<file path="src/hw/rtl/utf8_to_utf16_utf32_transcoder_core_macros.svh">
// ----------------------------------------------------------------------------
// UTF-8 transcoder assertion macros
// Clocked assertion helpers shared by the transcoder queue and back.
// ----------------------------------------------------------------------------
`ifndef UTF8_TO_UTF16_UTF32_TRANSCODER_CORE_MACROS_SVH
`define UTF8_TO_UTF16_UTF32_TRANSCODER_CORE_MACROS_SVH

// check a property on every clock edge outside reset
`define U2U_ASSERT(lbl, prop, msg) \
  lbl: assert property (@(posedge clk) disable iff (!rst_n) prop) else $error(msg);

// check a property on every clock edge, reset included
`define U2U_ASSERT_ALWAYS(lbl, prop, msg) \
  lbl: assert property (@(posedge clk) prop) else $error(msg);

`endif

</file>
<file path="src/hw/rtl/u2u_pkg.sv">
// ----------------------------------------------------------------------------
// UTF-8 transcoder package
// Shared types and constants of the transcoder front, queue and back.
// ----------------------------------------------------------------------------
package u2u_pkg;

  localparam int CP_W       = 21;
  localparam int QUEUE_DEPTH = 4;
  localparam int QUEUE_AW   = $clog2(QUEUE_DEPTH);
  localparam int QUEUE_CW   = $clog2(QUEUE_DEPTH + 1);

  localparam logic [2:0]  REG_OUTPUT_FORMAT = 3'h0;
  localparam logic [15:0] HI_SURR_OFFSET    = 16'hD7C0;
  localparam logic [15:0] LO_SURR_OFFSET    = 16'hDC00;

  typedef enum logic [1:0] {
    ST_OK       = 2'd0,
    ST_BAD_CONT = 2'd1,
    ST_TRUNC    = 2'd2,
    ST_BAD_LEAD = 2'd3
  } status_t;

  typedef enum logic {
    FMT_UTF16 = 1'b0,
    FMT_UTF32 = 1'b1
  } fmt_t;

  typedef struct packed {
    logic [CP_W-1:0] cp;
    status_t         st;
  } evt_t;

  typedef struct packed {
    logic valid;
    evt_t evt;
  } evt_push_t;

  typedef struct packed {
    logic empty;
    logic full;
    evt_t head;
  } queue_stat_t;

endpackage

</file>
<file path="src/hw/rtl/u2u_front.sv">
// ----------------------------------------------------------------------------
// UTF-8 transcoder front
// Accepts text bytes, tracks open sequences and pushes decoded events.
// ----------------------------------------------------------------------------
module u2u_front (
  input  logic               clk,
  input  logic               rst_n,
  input  logic               in_fire,
  input  logic [7:0]         in_byte,
  input  logic               in_last,
  output u2u_pkg::evt_push_t push
);

  logic [1:0]               rem_r, rem_nxt;
  logic [u2u_pkg::CP_W-1:0] part_r, part_nxt;
  logic [u2u_pkg::CP_W-1:0] cont;
  logic [1:0]               rem_dec;

  assign cont    = {part_r[u2u_pkg::CP_W-7:0], in_byte[5:0]};
  assign rem_dec = rem_r - 2'd1;

  always_ff @(posedge clk) begin
    if (!rst_n) begin
      rem_r  <= 2'd0;
      part_r <= '0;
    end else begin
      rem_r  <= rem_nxt;
      part_r <= part_nxt;
    end
  end

  always_comb begin
    rem_nxt        = rem_r;
    part_nxt       = part_r;
    push.valid     = 1'b0;
    push.evt.cp    = '0;
    push.evt.st    = u2u_pkg::ST_OK;
    if (in_fire) begin
      if (rem_r == 2'd0) begin
        case (in_byte) inside
          [8'h00:8'h7F]: begin
            push.valid  = 1'b1;
            push.evt.cp = {{(u2u_pkg::CP_W-8){1'b0}}, in_byte};
          end
          [8'hC0:8'hDF]: begin
            rem_nxt  = 2'd1;
            part_nxt = {{(u2u_pkg::CP_W-5){1'b0}}, in_byte[4:0]};
          end
          [8'hE0:8'hEF]: begin
            rem_nxt  = 2'd2;
            part_nxt = {{(u2u_pkg::CP_W-4){1'b0}}, in_byte[3:0]};
          end
          [8'hF0:8'hF7]: begin
            rem_nxt  = 2'd3;
            part_nxt = {{(u2u_pkg::CP_W-3){1'b0}}, in_byte[2:0]};
          end
          default: begin
            push.valid  = 1'b1;
            push.evt.st = u2u_pkg::ST_BAD_LEAD;
          end
        endcase
        if (rem_nxt != 2'd0 && in_last) begin
          rem_nxt     = 2'd0;
          part_nxt    = '0;
          push.valid  = 1'b1;
          push.evt.st = u2u_pkg::ST_TRUNC;
        end
      end else if (in_byte[7:6] != 2'b10) begin
        rem_nxt     = 2'd0;
        part_nxt    = '0;
        push.valid  = 1'b1;
        push.evt.st = u2u_pkg::ST_BAD_CONT;
      end else if (rem_dec == 2'd0) begin
        rem_nxt     = 2'd0;
        part_nxt    = '0;
        push.valid  = 1'b1;
        push.evt.cp = cont;
      end else if (in_last) begin
        rem_nxt     = 2'd0;
        part_nxt    = '0;
        push.valid  = 1'b1;
        push.evt.st = u2u_pkg::ST_TRUNC;
      end else begin
        rem_nxt  = rem_dec;
        part_nxt = cont;
      end
    end
  end

endmodule

</file>
<file path="src/hw/rtl/u2u_queue.sv">
// ----------------------------------------------------------------------------
// UTF-8 transcoder event queue
// Short FIFO of decoded events between the front and the back.
// ----------------------------------------------------------------------------
`include "utf8_to_utf16_utf32_transcoder_core_macros.svh"

module u2u_queue (
  input  logic                 clk,
  input  logic                 rst_n,
  input  u2u_pkg::evt_push_t   push,
  input  logic                 pop,
  output u2u_pkg::queue_stat_t stat
);

  u2u_pkg::evt_t                mem_r [u2u_pkg::QUEUE_DEPTH];
  logic [u2u_pkg::QUEUE_AW-1:0] wr_ptr_r, wr_ptr_nxt;
  logic [u2u_pkg::QUEUE_AW-1:0] rd_ptr_r, rd_ptr_nxt;
  logic [u2u_pkg::QUEUE_CW-1:0] count_r, count_nxt;

  assign stat.empty = (count_r == '0);
  assign stat.full  = (count_r == u2u_pkg::QUEUE_CW'(u2u_pkg::QUEUE_DEPTH));
  assign stat.head  = mem_r[rd_ptr_r];

  always_comb begin
    wr_ptr_nxt = wr_ptr_r;
    rd_ptr_nxt = rd_ptr_r;
    count_nxt  = count_r;
    if (push.valid) begin
      wr_ptr_nxt = wr_ptr_r + u2u_pkg::QUEUE_AW'(1);
    end
    if (pop) begin
      rd_ptr_nxt = rd_ptr_r + u2u_pkg::QUEUE_AW'(1);
    end
    if (push.valid && !pop) begin
      count_nxt = count_r + u2u_pkg::QUEUE_CW'(1);
    end else if (!push.valid && pop) begin
      count_nxt = count_r - u2u_pkg::QUEUE_CW'(1);
    end
  end

  always_ff @(posedge clk) begin
    if (!rst_n) begin
      wr_ptr_r <= '0;
      rd_ptr_r <= '0;
      count_r  <= '0;
    end else begin
      wr_ptr_r <= wr_ptr_nxt;
      rd_ptr_r <= rd_ptr_nxt;
      count_r  <= count_nxt;
    end
  end

  always_ff @(posedge clk) begin
    if (push.valid) begin
      mem_r[wr_ptr_r] <= push.evt;
    end
  end

  `U2U_ASSERT(a_no_push_full, !(push.valid && stat.full && !pop), "push into full queue")
  `U2U_ASSERT(a_no_pop_empty, !(pop && stat.empty), "pop from empty queue")
  `U2U_ASSERT(a_ptr_count, (count_r == '0) |-> (wr_ptr_r == rd_ptr_r), "queue pointers disagree")

endmodule

</file>
<file path="src/hw/rtl/u2u_back.sv">
// ----------------------------------------------------------------------------
// UTF-8 transcoder back
// Pops decoded events and drives result transfers, splitting surrogate pairs.
// ----------------------------------------------------------------------------
`include "utf8_to_utf16_utf32_transcoder_core_macros.svh"

module u2u_back (
  input  logic                     clk,
  input  logic                     rst_n,
  input  u2u_pkg::fmt_t            fmt,
  input  u2u_pkg::queue_stat_t     stat,
  output logic                     pop,
  output logic                     out_tvalid,
  input  logic                     out_tready,
  output logic [u2u_pkg::CP_W-1:0] out_unit,
  output u2u_pkg::status_t         out_status,
  output logic                     out_tlast
);

  logic                     valid_r, valid_nxt;
  logic                     pend_r, pend_nxt;
  logic [15:0]              lo_r, lo_nxt;
  logic [u2u_pkg::CP_W-1:0] unit_r, unit_nxt;
  u2u_pkg::status_t         status_r, status_nxt;
  logic                     last_r, last_nxt;
  logic                     load_ok;
  logic                     pair;
  logic [15:0]              hi_unit;
  logic [15:0]              lo_unit;

  assign load_ok = !valid_r || out_tready;
  assign pair    = (fmt == u2u_pkg::FMT_UTF16) && (stat.head.st == u2u_pkg::ST_OK) &&
                   (stat.head.cp[u2u_pkg::CP_W-1:16] != '0);
  assign hi_unit = {5'b0, stat.head.cp[u2u_pkg::CP_W-1:10]} + u2u_pkg::HI_SURR_OFFSET;
  assign lo_unit = {6'b0, stat.head.cp[9:0]} + u2u_pkg::LO_SURR_OFFSET;

  assign out_tvalid = valid_r;
  assign out_unit   = unit_r;
  assign out_status = status_r;
  assign out_tlast  = last_r;

  always_comb begin
    valid_nxt  = valid_r;
    pend_nxt   = pend_r;
    lo_nxt     = lo_r;
    unit_nxt   = unit_r;
    status_nxt = status_r;
    last_nxt   = last_r;
    pop        = 1'b0;
    if (load_ok) begin
      if (pend_r) begin
        valid_nxt  = 1'b1;
        pend_nxt   = 1'b0;
        unit_nxt   = {{(u2u_pkg::CP_W-16){1'b0}}, lo_r};
        status_nxt = u2u_pkg::ST_OK;
        last_nxt   = 1'b1;
      end else if (!stat.empty) begin
        pop        = 1'b1;
        valid_nxt  = 1'b1;
        status_nxt = stat.head.st;
        if (pair) begin
          pend_nxt = 1'b1;
          lo_nxt   = lo_unit;
          unit_nxt = {{(u2u_pkg::CP_W-16){1'b0}}, hi_unit};
          last_nxt = 1'b0;
        end else begin
          unit_nxt = stat.head.cp;
          last_nxt = 1'b1;
        end
      end else begin
        valid_nxt = 1'b0;
      end
    end
  end

  always_ff @(posedge clk) begin
    if (!rst_n) begin
      valid_r <= 1'b0;
      pend_r  <= 1'b0;
    end else begin
      valid_r <= valid_nxt;
      pend_r  <= pend_nxt;
    end
  end

  always_ff @(posedge clk) begin
    lo_r     <= lo_nxt;
    unit_r   <= unit_nxt;
    status_r <= status_nxt;
    last_r   <= last_nxt;
  end

  `U2U_ASSERT(a_pend_high, pend_r |-> (valid_r && !last_r), "low half pending without high half")
  `U2U_ASSERT(a_err_zero, (valid_r && status_r != u2u_pkg::ST_OK) |-> (unit_r == '0), "error result carries data")
  `U2U_ASSERT(a_no_pop_pend, pend_r |-> !pop, "pop while low half pending")

endmodule

</file>
<file path="src/hw/rtl/utf8_to_utf16_utf32_transcoder_core.sv">
// Path: a byte that completes a code point or an error is written into the queue on its transfer,
// then into the output register; a surrogate pair gives its low unit once the high unit is taken.
// Throughput: one byte per cycle while the queue is not full; the back emits one result per cycle
// while the receiver takes it, and each surrogate pair is two results, so events back up in the 4-entry queue.
// Reset: synchronous, active low; clears sequence state, queue, output stage, output_format.
// ----------------------------------------------------------------------------
// UTF-8 to UTF-16/UTF-32 transcoder core
// Stream in text bytes, stream out code units; APB-style format register.
// ----------------------------------------------------------------------------
module utf8_to_utf16_utf32_transcoder_core (
  input  logic        clk,
  input  logic        rst_n,
  input  logic        in_tvalid,
  output logic        in_tready,
  input  logic [7:0]  in_tdata,   // [7:0] text_byte
  input  logic        in_tlast,   // end_of_text
  output logic        out_tvalid,
  input  logic        out_tready,
  output logic [23:0] out_tdata,  // [20:0] code_unit, [22:21] status, [23] zero
  output logic        out_tlast,  // last_of_run
  input  logic        cfg_psel,
  input  logic        cfg_penable,
  input  logic        cfg_pwrite,
  input  logic [2:0]  cfg_paddr,
  input  logic [31:0] cfg_pwdata,
  output logic [31:0] cfg_prdata,
  output logic        cfg_pready
);

  u2u_pkg::fmt_t            fmt_r, fmt_nxt;
  u2u_pkg::evt_push_t       push;
  u2u_pkg::queue_stat_t     stat;
  logic                     pop;
  logic                     in_fire;
  logic [u2u_pkg::CP_W-1:0] out_unit;
  u2u_pkg::status_t         out_status;

  assign cfg_pready = 1'b1;
  assign in_tready  = !stat.full;
  assign in_fire    = in_tvalid && in_tready;
  assign out_tdata  = {1'b0, out_status, out_unit};

  always_comb begin
    fmt_nxt = fmt_r;
    if (cfg_psel && cfg_penable && cfg_pwrite && cfg_pready &&
        cfg_paddr == u2u_pkg::REG_OUTPUT_FORMAT) begin
      fmt_nxt = u2u_pkg::fmt_t'(cfg_pwdata[0]);
    end
    cfg_prdata = '0;
    if (cfg_paddr == u2u_pkg::REG_OUTPUT_FORMAT) begin
      cfg_prdata = {31'b0, fmt_r};
    end
  end

  always_ff @(posedge clk) begin
    if (!rst_n) begin
      fmt_r <= u2u_pkg::FMT_UTF16;
    end else begin
      fmt_r <= fmt_nxt;
    end
  end

  u2u_front u_front (
    .clk     (clk),
    .rst_n   (rst_n),
    .in_fire (in_fire),
    .in_byte (in_tdata),
    .in_last (in_tlast),
    .push    (push)
  );

  u2u_queue u_queue (
    .clk   (clk),
    .rst_n (rst_n),
    .push  (push),
    .pop   (pop),
    .stat  (stat)
  );

  u2u_back u_back (
    .clk        (clk),
    .rst_n      (rst_n),
    .fmt        (fmt_r),
    .stat       (stat),
    .pop        (pop),
    .out_tvalid (out_tvalid),
    .out_tready (out_tready),
    .out_unit   (out_unit),
    .out_status (out_status),
    .out_tlast  (out_tlast)
  );

endmodule

</file>
<file path="config.mk">
export PLATFORM = sky130hd
export DESIGN_NAME = utf8_to_utf16_utf32_transcoder_core
export DESIGN_NICKNAME = d
export VERILOG_FILES = /design/src/hw/rtl/u2u_pkg.sv /design/src/hw/rtl/u2u_front.sv /design/src/hw/rtl/u2u_queue.sv /design/src/hw/rtl/u2u_back.sv /design/src/hw/rtl/utf8_to_utf16_utf32_transcoder_core.sv
export VERILOG_INCLUDE_DIRS = /design/src /design/src/hw/rtl
export SDC_FILE = /design/constraint.sdc
export NUM_CORES = 1
export LEC_CHECK = 0
export ABC_AREA = 1
export BUFFER_PORTS_ARGS = -buffer_cell sky130_fd_sc_hd__buf_2
export CORE_UTILIZATION = 25
export CTS_CLUSTER_DIAMETER = 200
export CTS_CLUSTER_SIZE = 40
export DETAILED_ROUTE_END_ITERATION = 10
export PLACE_DENSITY_LB_ADDON = 0.1
export SETUP_SLACK_MARGIN = 0.05
export SYNTH_ARGS = -nofsm -noshare
export SYNTH_HDL_FRONTEND = slang
export SYNTH_SLANG_ARGS = --single-unit
</file>
<file path="constraint.sdc">
create_clock -name clk -period 3.3 [get_ports clk]
set_input_delay 0.165 -clock clk [delete_from_list [all_inputs] [get_ports clk]]
set_output_delay 0.165 -clock clk [all_outputs]
set_load 0.005 [all_outputs]
</file>
**Word-level counts from Yosys, hierarchy flattened**

Memory sizes are Yosys's and may differ from the RTL's. A register that Yosys moved wholly into a read port is not among the register bits.
Index checks and enable logic that the tools add are counted.

- Register bits: 67
- Memory bits (writable): 92
- Bits of input ports: 51
- Word-level logic and storage cells: 127
- Memories kept: 1

Memory list:

| memory | words | width | read ports | clocked after Yosys merged registers in | write ports | line | RTL |
|---|---|---|---|---|---|---|---|
| u_queue.mem_r | 4 | 23 | 1 | 1 | 1 | u2u_queue.sv:15 | `u2u_pkg::evt_t mem_r [u2u_pkg::QUEUE_DEPTH];` |

- Add/sub/neg operators: 7
- $lt $le $gt $ge: 8
- Eq/ne operators: 5
- Muxes and demuxes: 61
- Bitwise operators: 3
- Reduce and logical (&&, ||, !) cells: 29

Operators by type and width:

| kind | number |
|---|---|
| $mux W15 | 9 |
| $mux W21 | 4 |
| $mux W24 | 2 |
| $mux W2 | 22 |
| $ge A8 B8 Y1 const B | 3 |
| $le A8 B8 Y1 const B | 3 |
| $mux W1 | 20 |
| $add A11 B15 Y16 const B | 1 |
| $add A12 B15 Y16 const B | 1 |
| $mux W16 | 1 |
| $logic_and A1 B1 Y1 | 13 |
| $ge A8 B1 Y1 const B | 1 |
| $le A8 B7 Y1 const B | 1 |
| $mux W8 | 1 |
| $logic_not A2 Y1 | 3 |
| $logic_not A3 Y1 | 2 |
| $mux W3 | 2 |
| $ne A5 B5 Y1 const B | 1 |
| $reduce_bool A5 Y1 | 1 |
| $add A2 B1 Y2 const B | 2 |
| $logic_not A1 Y1 | 4 |
| $ne A2 B2 Y1 const B | 2 |
| $reduce_and A4 Y1 | 1 |
| $reduce_bool A2 Y1 | 2 |
| 9 further kinds | 11 |

**Logic depth before layout (Yosys ltp)**

Gate-level depths: netlist of the first run.

- Depth in word-level cells: 17
- Gate-level depth with buffers: 18
- Mapped depth without buffers: 18

**Cells and area by module**

From an unflattened synthesis of the first run, not the netlist that was laid out.

- Cell total of the unflattened synthesis: 675
- Area total of the unflattened synthesis: 7335.8 um^2

Modules (own cells, without submodules):

| module | times used | cells an instance | area each (um^2) |
|---|---|---|---|
| u2u_queue | 1 | 280 | 4182.8 |
| u2u_back | 1 | 141 | 1586.5 |
| u2u_front | 1 | 202 | 1217.4 |
| utf8_to_utf16_utf32_transcoder_core | 1 | 52 | 349.1 |

**Worst setup path before layout of the first run**

OpenSTA, ideal clock, no wires.

- Kind: register -> register
- Start: reg u_front.rem_r[0]
- End: mem u_queue.mem_r[0][0] in the netlist's numbering, enable pin
- Library setup time: 0.403 ns
- Arrival: 2.245 ns
- Data required time: 2.897 ns
- Slack: 0.652 ns
- Cell stages (with the launch flop): 11
- Buffers on the path: 0
- Cell sequence: dfxtp_1 inv_1 ha_1 inv_1 nand2_1 nor2_1 nand2_1 inv_2 nor2_1 nand2_2 nor2_1

- Cells in the longest elaborated chain, start to end: 13

Ends and longest elaborated chain:

| what | line | RTL |
|---|---|---|
| start: declaration | u2u_front.sv:14 | `logic [1:0] rem_r, rem_nxt;` |
| start signal: assignment | u2u_front.sv:27 | `rem_r <= rem_nxt;` |
| $mux W2 (4 in series) | u2u_front.sv:40 | `case (in_byte) inside` |
| $mux W2 | u2u_front.sv:39 | `if (rem_r == 2'd0) begin` |
| $mux W2 | u2u_front.sv:38 | `if (in_fire) begin` |
| $reduce_bool A2 Y1 | u2u_front.sv:62 | `if (rem_nxt != 2'd0 && in_last) begin` |
| $logic_and A1 B1 Y1 | u2u_front.sv:62 |  |
| $mux W1 | u2u_front.sv:62 |  |
| $mux W24 * | u2u_front.sv:39 |  |
| $mux W24 * | u2u_front.sv:38 |  |
| $mux W1 * | u2u_queue.sv:54 | `if (push.valid) begin` |
| $mux W1 (not written as such) * | u2u_queue.sv:55 | `mem_r[wr_ptr_r] <= push.evt;` |
| end: declaration | u2u_queue.sv:15 |  |

Mark *: on every way between the ends. The rest lies on a longest branch, timed or not. The select of a mux whose other input is x is not followed.

==> results of run 1 <==
## worst max-delay path, stage by stage, from the launching register on
cell	delay (ns)
dfxtp_1	0.35
inv_1	0.08
ha_1	0.21
inv_1	0.13
nand2_1	0.11
nor2_1	0.13
nand2_1	0.14
inv_2	0.23
nor2_1	0.10
nand2_2	0.19
inv_2	0.08
ha_1	0.19
inv_1	0.11
fa_1	0.40
o21ai_0	0.18
a21oi_1	0.06
## layer usage
layer  global-route usage [%]  routed length, um  vias to the layer above
met5                        0                  0                        -
met1                     16.2               8120                     2166
li1                         -                  -                     2299
met3                     2.81                639                       10
met2                     19.4               7630                       82
met4                     3.68                160                        0
## final timing paths
kind	start	endpoint	slack [ns]	cells past startpoint
setup / recovery	u_front.rem_r[0]	u_queue.count_r[1]	0.49	15
hold / removal	cfg_pwdata[0]	fmt_r	0.01	3
hold reg to reg	u_front.part_r[14]	u_front.part_r[14]	0.47	2
setup reg to reg	u_front.rem_r[0]	u_queue.count_r[1]	0.49	15
## cells in the mapped netlist
master	number	area [sq um]
xor2_1	2	17.5
edfxtp_1	126	3780
dfxtp_1	29	581
nand3_1	49	245
inv_2	7	26.3
nor2_4	2	22.5
buf_1	1	3.75
nand3b_1	2	15.0
buf_8	1	15.0
a21oi_2	9	78.8
inv_1	40	150
nor3_1	9	45.0
nor2_2	8	50.1
o21ai_0	41	205
buf_4	35	263
nor4_1	1	6.26
ha_1	9	113
clkbuf_1	16	60.1
nand3_4	1	17.5
nor2_8	1	20.0
or2_1	3	18.8
nand2_4	3	33.8
o22ai_1	16	100
fa_1	1	20.0
a31oi_1	3	18.8
conb_1	2	7.51
nand3_2	2	20.0
o21ai_1	10	50.1
or2_0	1	6.26
o22a_2	1	10.0
a21oi_1	21	105
nand2_1	95	357
a32oi_1	2	17.5
nor2_1	85	319
nand2_2	9	56.3
buf_2	3	15.0
buf_6	4	45.0
nand4_1	6	37.5
## power by group
part | switching, W | internal, W | leakage, nW
Combinational | 0.00156 | 0.000696 | 1.31
Sequential | 0.000125 | 0.00269 | 1.45
Clock | 0.000837 | 0.00128 | 0.303
## final cells by class
class                   instances  area share [%]
flip-flops and latches        155            53.6
multi-input cells             425            26.3
well taps                     372            5.71
clock buffers                  17            5.22
repair buffers                 64            4.48
clock inverters                15            2.60
inverters                      47            2.17
## registers in the layout, indices dropped and copies added, names as in the netlist, 2 cells and up, named ones only
signal             count
u_queue.mem_r         92
u_back.out_unit       21
u_front.part_r        15
u_back.lo_r           10
u_queue.count_r        3
u_back.out_status      2
u_front.rem_r          2
u_queue.rd_ptr_r       2
u_queue.wr_ptr_r       2
## cell families (layout without fill, tap and decap cells)
| logic type | Yosys count | count (layout) | synth area share (%) |
|---|---|---|---|
| other | 2 | 33 | 0.108 |
| buffers and inverters | 107 | 143 | 8.31 |
| XOR/XNOR | 2 | 2 | 0.252 |
| AND/OR/NAND/NOR | 277 | 277 | 18.3 |
| AO/OA/AOI/OAI | 103 | 103 | 8.42 |
| flip-flops | 155 | 155 | 62.7 |
| adder cells (fa/ha/maj) | 10 | 10 | 1.91 |
## metrics by stage
| step | cell area [sq um] | setup slack, ns | util [%] |
|---|---|---|---|
| 4_1_cts | 8150 | 0.475 | 30.1 |
| 3_5_place_dp | 7510 | 0.497 | 27.7 |
| 6_report | 8150 | 0.489 | 30.1 |
| 3_3_place_gp | 7510 | 0.490 | 27.7 |
| 2_1_floorplan | 7070 | 0.652 | - |
| 5_1_grt | 8150 | 0.136 | 30.1 |
==> flow_summary.json, run 1 <==
{
  "port_buffers": 46,
  "cts_buffer_depth": 2,
  "peakVddDrop_mv": 0.291,
  "start_util_pct": 25.7,
  "syn_area_sq_um": 6960,
  "min_period_over_period_pct": 85.2,
  "die_h_um": 169,
  "critPathRequiredTime_ns": 3.61,
  "instances_no_fill": 1095,
  "first_iter_violations": 181,
  "die_w_um": 169,
  "mostFrequentLayoutCells": "edfxtp_1, nand2_1, nor2_1",
  "syn_inst": 656,
  "clock-sinks": 155,
  "post-cts-setup-buffers": 0,
  "layout.nets": 771,
  "hold_violations": 0,
  "critPathMaxFanout": 11,
  "clock_latency_ns": 0.42,
  "worst-setup-path-type": "reg -> reg",
  "ios": 111,
  "drive_above_1_share_pct": 19.8,
  "final_common_cell": "edfxtp_1",
  "grt_first_pass_wirelength_um": 25800,
  "slew_headroom_pct": 53.6,
  "cts_hold_repair.buffers": 0,
  "status": "completed",
  "fin_setup_tns_ns": 0,
  "die-area_sq_um": 28500,
  "ant_nets": 0,
  "rows": 60,
  "wirelength_um": 16600,
  "setup_viol": 0,
  "overflow": 0,
  "cts_tree": "yes",
  "n_fill_cell": 2787,
  "vias": 4557,
  "via_per_inst": 4.16,
  "track_usage_pct": 12.1,
  "antenna_found_initial": 0,
  "grt_max_degree": 32,
  "seq_area_frac_synth_pct": 62.7,
  "syn2layout_area_growth_pct": 17.1,
  "ys_ff_latch": 155,
  "maxCapViolations": 0,
  "first_global_vias": 4435,
  "rsz0062_at_grt": "no",
  "crit_arrival_ns": 3.12,
  "h-tree-depth": 4,
  "routabilityCongestion": 0.761,
  "skew_ns": 0.00953,
  "post_cts_resize_count": 0,
  "clk_pin_slew_ns": 0.07,
  "cp-start-kind": "flop",
  "seqCellArea_sq_um": 4360,
  "numCtsBuffers": 17,
  "leakagePower_nw": 3.07,
  "hpwl_um": 11500,
  "critPathCaptureType": "flop",
  "antennaDiodeCount": 0,
  "cts_root_buffer": "clkbuf_16",
  "core_sq_um": 27100,
  "holdWs_ns": 0.0148,
  "multi_input_area_sq_um": 2140,
  "avgSynthCellArea_sq_um": 10.6,
  "yosysWarnings": 0,
  "tightest_slew_ns": 0.691,
  "drc": 0,
  "hold_class": "in -> reg",
  "synthDistinctLibCells": 38,
  "avgRoutedWirePerCell_um": 15.1,
  "first_pass_iters": 4,
  "power.total_w": 0.00720,
  "p_per_area_nw_per_um2": 883,
  "period_needed_ns": 2.81,
  "fmax_mhz": 356,
  "dp_cells": 1063,
  "slew_viol_final": 0
}
Power figures use the tool's default switching activity.
==> run 2: changes to the inputs <==
--- a/config.mk
+++ b/config.mk
@@ -12,6 +12,7 @@
 export CTS_CLUSTER_DIAMETER = 200
 export CTS_CLUSTER_SIZE = 40
 export DETAILED_ROUTE_END_ITERATION = 10
+export HOLD_SLACK_MARGIN = 0.03
 export PLACE_DENSITY_LB_ADDON = 0.1
 export SETUP_SLACK_MARGIN = 0.05
 export SYNTH_ARGS = -nofsm -noshare
==> run 2 against run 1 <==
  * First-iteration DRC count fell by 0.55%
  * Highest routed layer unchanged
  * Clock skew hardly changed
  * Sequential power about the same
  * Utilization increased by 0.11 points
  * Non-clock buffer count rose by 3
  * Combinational power about the same
  * Wire length rose by 0.42%
==> flow_summary.json, run 2 (synthesis gave the netlist of run 1 again) <==
{
  "overflow": 0,
  "setup_ws_ns": 0.490,
  "layout.nets": 774,
  "via_per_inst": 4.17,
  "drc": 0,
  "avgRoutedWirePerCell_um": 15.1,
  "die_w_um": 169,
  "wirelength_um": 16600,
  "setup_viol": 0,
  "mostFrequentLayoutCells": "edfxtp_1, nand2_1, nor2_1",
  "worst-setup-path-type": "reg -> reg",
  "cts_tree": "yes",
  "multi_input_area_sq_um": 2140,
  "fin_setup_tns_ns": 0,
  "instances_no_fill": 1098,
  "top_register": "u_queue.mem_r",
  "p_per_area_nw_per_um2": 880,
  "leakagePower_nw": 3.08,
  "grt_max_degree": 32,
  "antennaDiodeCount": 0,
  "critPathRequiredTime_ns": 3.61,
  "rows": 60,
  "die-area_sq_um": 28500,
  "tightest_slew_ns": 0.683,
  "dp_cells": 1063,
  "slew_viol_final": 0,
  "power.total_w": 0.00719,
  "largest_reg_flops": 92,
  "status": "completed",
  "cts_buffer_depth": 2,
  "rsz0062_at_grt": "no",
  "slew_headroom_pct": 54.1,
  "clk_pin_slew_ns": 0.07,
  "first_global_vias": 4443,
  "first_pass_iters": 4,
  "first_iter_violations": 180,
  "crit_arrival_ns": 3.12,
  "final_common_cell": "edfxtp_1",
  "drive_above_1_share_pct": 19.7,
  "start_util_pct": 25.7,
  "seqCellArea_sq_um": 4360,
  "hpwl_um": 11500,
  "n_fill_cell": 2787,
  "grt_first_pass_wirelength_um": 25800,
  "clock-sinks": 155,
  "hold_class": "in -> reg",
  "skew_ns": 0.00953,
  "ios": 111,
  "fmax_mhz": 356,
  "routabilityCongestion": 0.761,
  "post-cts-setup-buffers": 0,
  "hold_violations": 0,
  "vias": 4578,
  "post_cts_resize_count": 0,
  "antenna_found_initial": 0,
  "clock_latency_ns": 0.43,
  "port_buffers": 46,
  "h-tree-depth": 4,
  "pre_cts_ws_ns": 0.497,
  "critPathCaptureType": "flop",
  "critPathMaxFanout": 11,
  "cp-start-kind": "flop",
  "die_h_um": 169,
  "track_usage_pct": 12.1,
  "maxCapViolations": 0,
  "min_period_over_period_pct": 85.2,
  "numCtsBuffers": 17,
  "period_needed_ns": 2.81,
  "syn2layout_area_growth_pct": 17.6,
  "core_sq_um": 27100,
  "ant_nets": 0,
  "cts_root_buffer": "clkbuf_16",
  "peakVddDrop_mv": 0.291
}
-- run 2: cell types whose count changed in the layout (fill, tap and decap cells not counted), sizes merged --
cell         change
dlygate4sd3      +3
-- run 2: final cells by class --
cell class	instances	area share [%]
clock inverters	15	2.59
well taps	372	5.69
multi-input cells	425	26.2
flip-flops and latches	155	53.4
clock buffers	17	5.20
repair buffers	67	4.83
inverters	47	2.16
-- run 2: layer usage --
metal	vias to the layer above	track usage, %	part of all wire (%)
li1	2305	-	-
met1	2174	16.2	49
met2	89	19.5	46
met3	10	2.81	3.7
met4	0	3.68	0.96
met5	-	0	0
-- run 2: path summary, 6_finish.rpt --
check / startpoint / endpoint / slack, ns / depth (start not counted)
worst max-delay path: u_front.rem_r[0] / u_queue.count_r[1] / 0.49 / 15
worst min-delay path: in_tdata[5] / u_front.part_r[5] / 0.08 / 3
worst max register to register: u_front.rem_r[0] / u_queue.count_r[1] / 0.49 / 15
worst min register to register: u_front.part_r[14] / u_front.part_r[14] / 0.47 / 2
-- run 2: through the flow --
stage / instance area [sq um] / hold slack, ns / utilization, %
floorplan: 7070 / 0.303 / -
global placement: 7510 / 0.447 / 27.7
detailed placement: 7510 / 0.452 / 27.7
CTS: 8180 / 0.0836 / 30.2
global route: 8180 / 0.0968 / 30.2
finish: 8180 / 0.0848 / 30.2
-- run 2: what timing repair did --
action	CTS	global route
setup endpoints to repair	0	0
hold buffers	3	0
hold endpoints to repair	2	0
-- run 2: power breakdown --
group | internal (W) | switching, W | total [W]
logic | 0.000698 | 0.00156 | 0.00226
clock network | 0.00128 | 0.000836 | 0.00212
registers | 0.00269 | 0.000124 | 0.00282
-- run 2: worst max-delay path: stages (launching register included) --
cell	delay [ns]
dfxtp_1	0.35
inv_1	0.08
ha_1	0.21
inv_1	0.13
nand2_1	0.11
nor2_1	0.13
nand2_1	0.14
inv_2	0.23
nor2_1	0.10
nand2_2	0.19
inv_2	0.08
ha_1	0.19
inv_1	0.11
fa_1	0.40
o21ai_0	0.18
a21oi_1	0.06
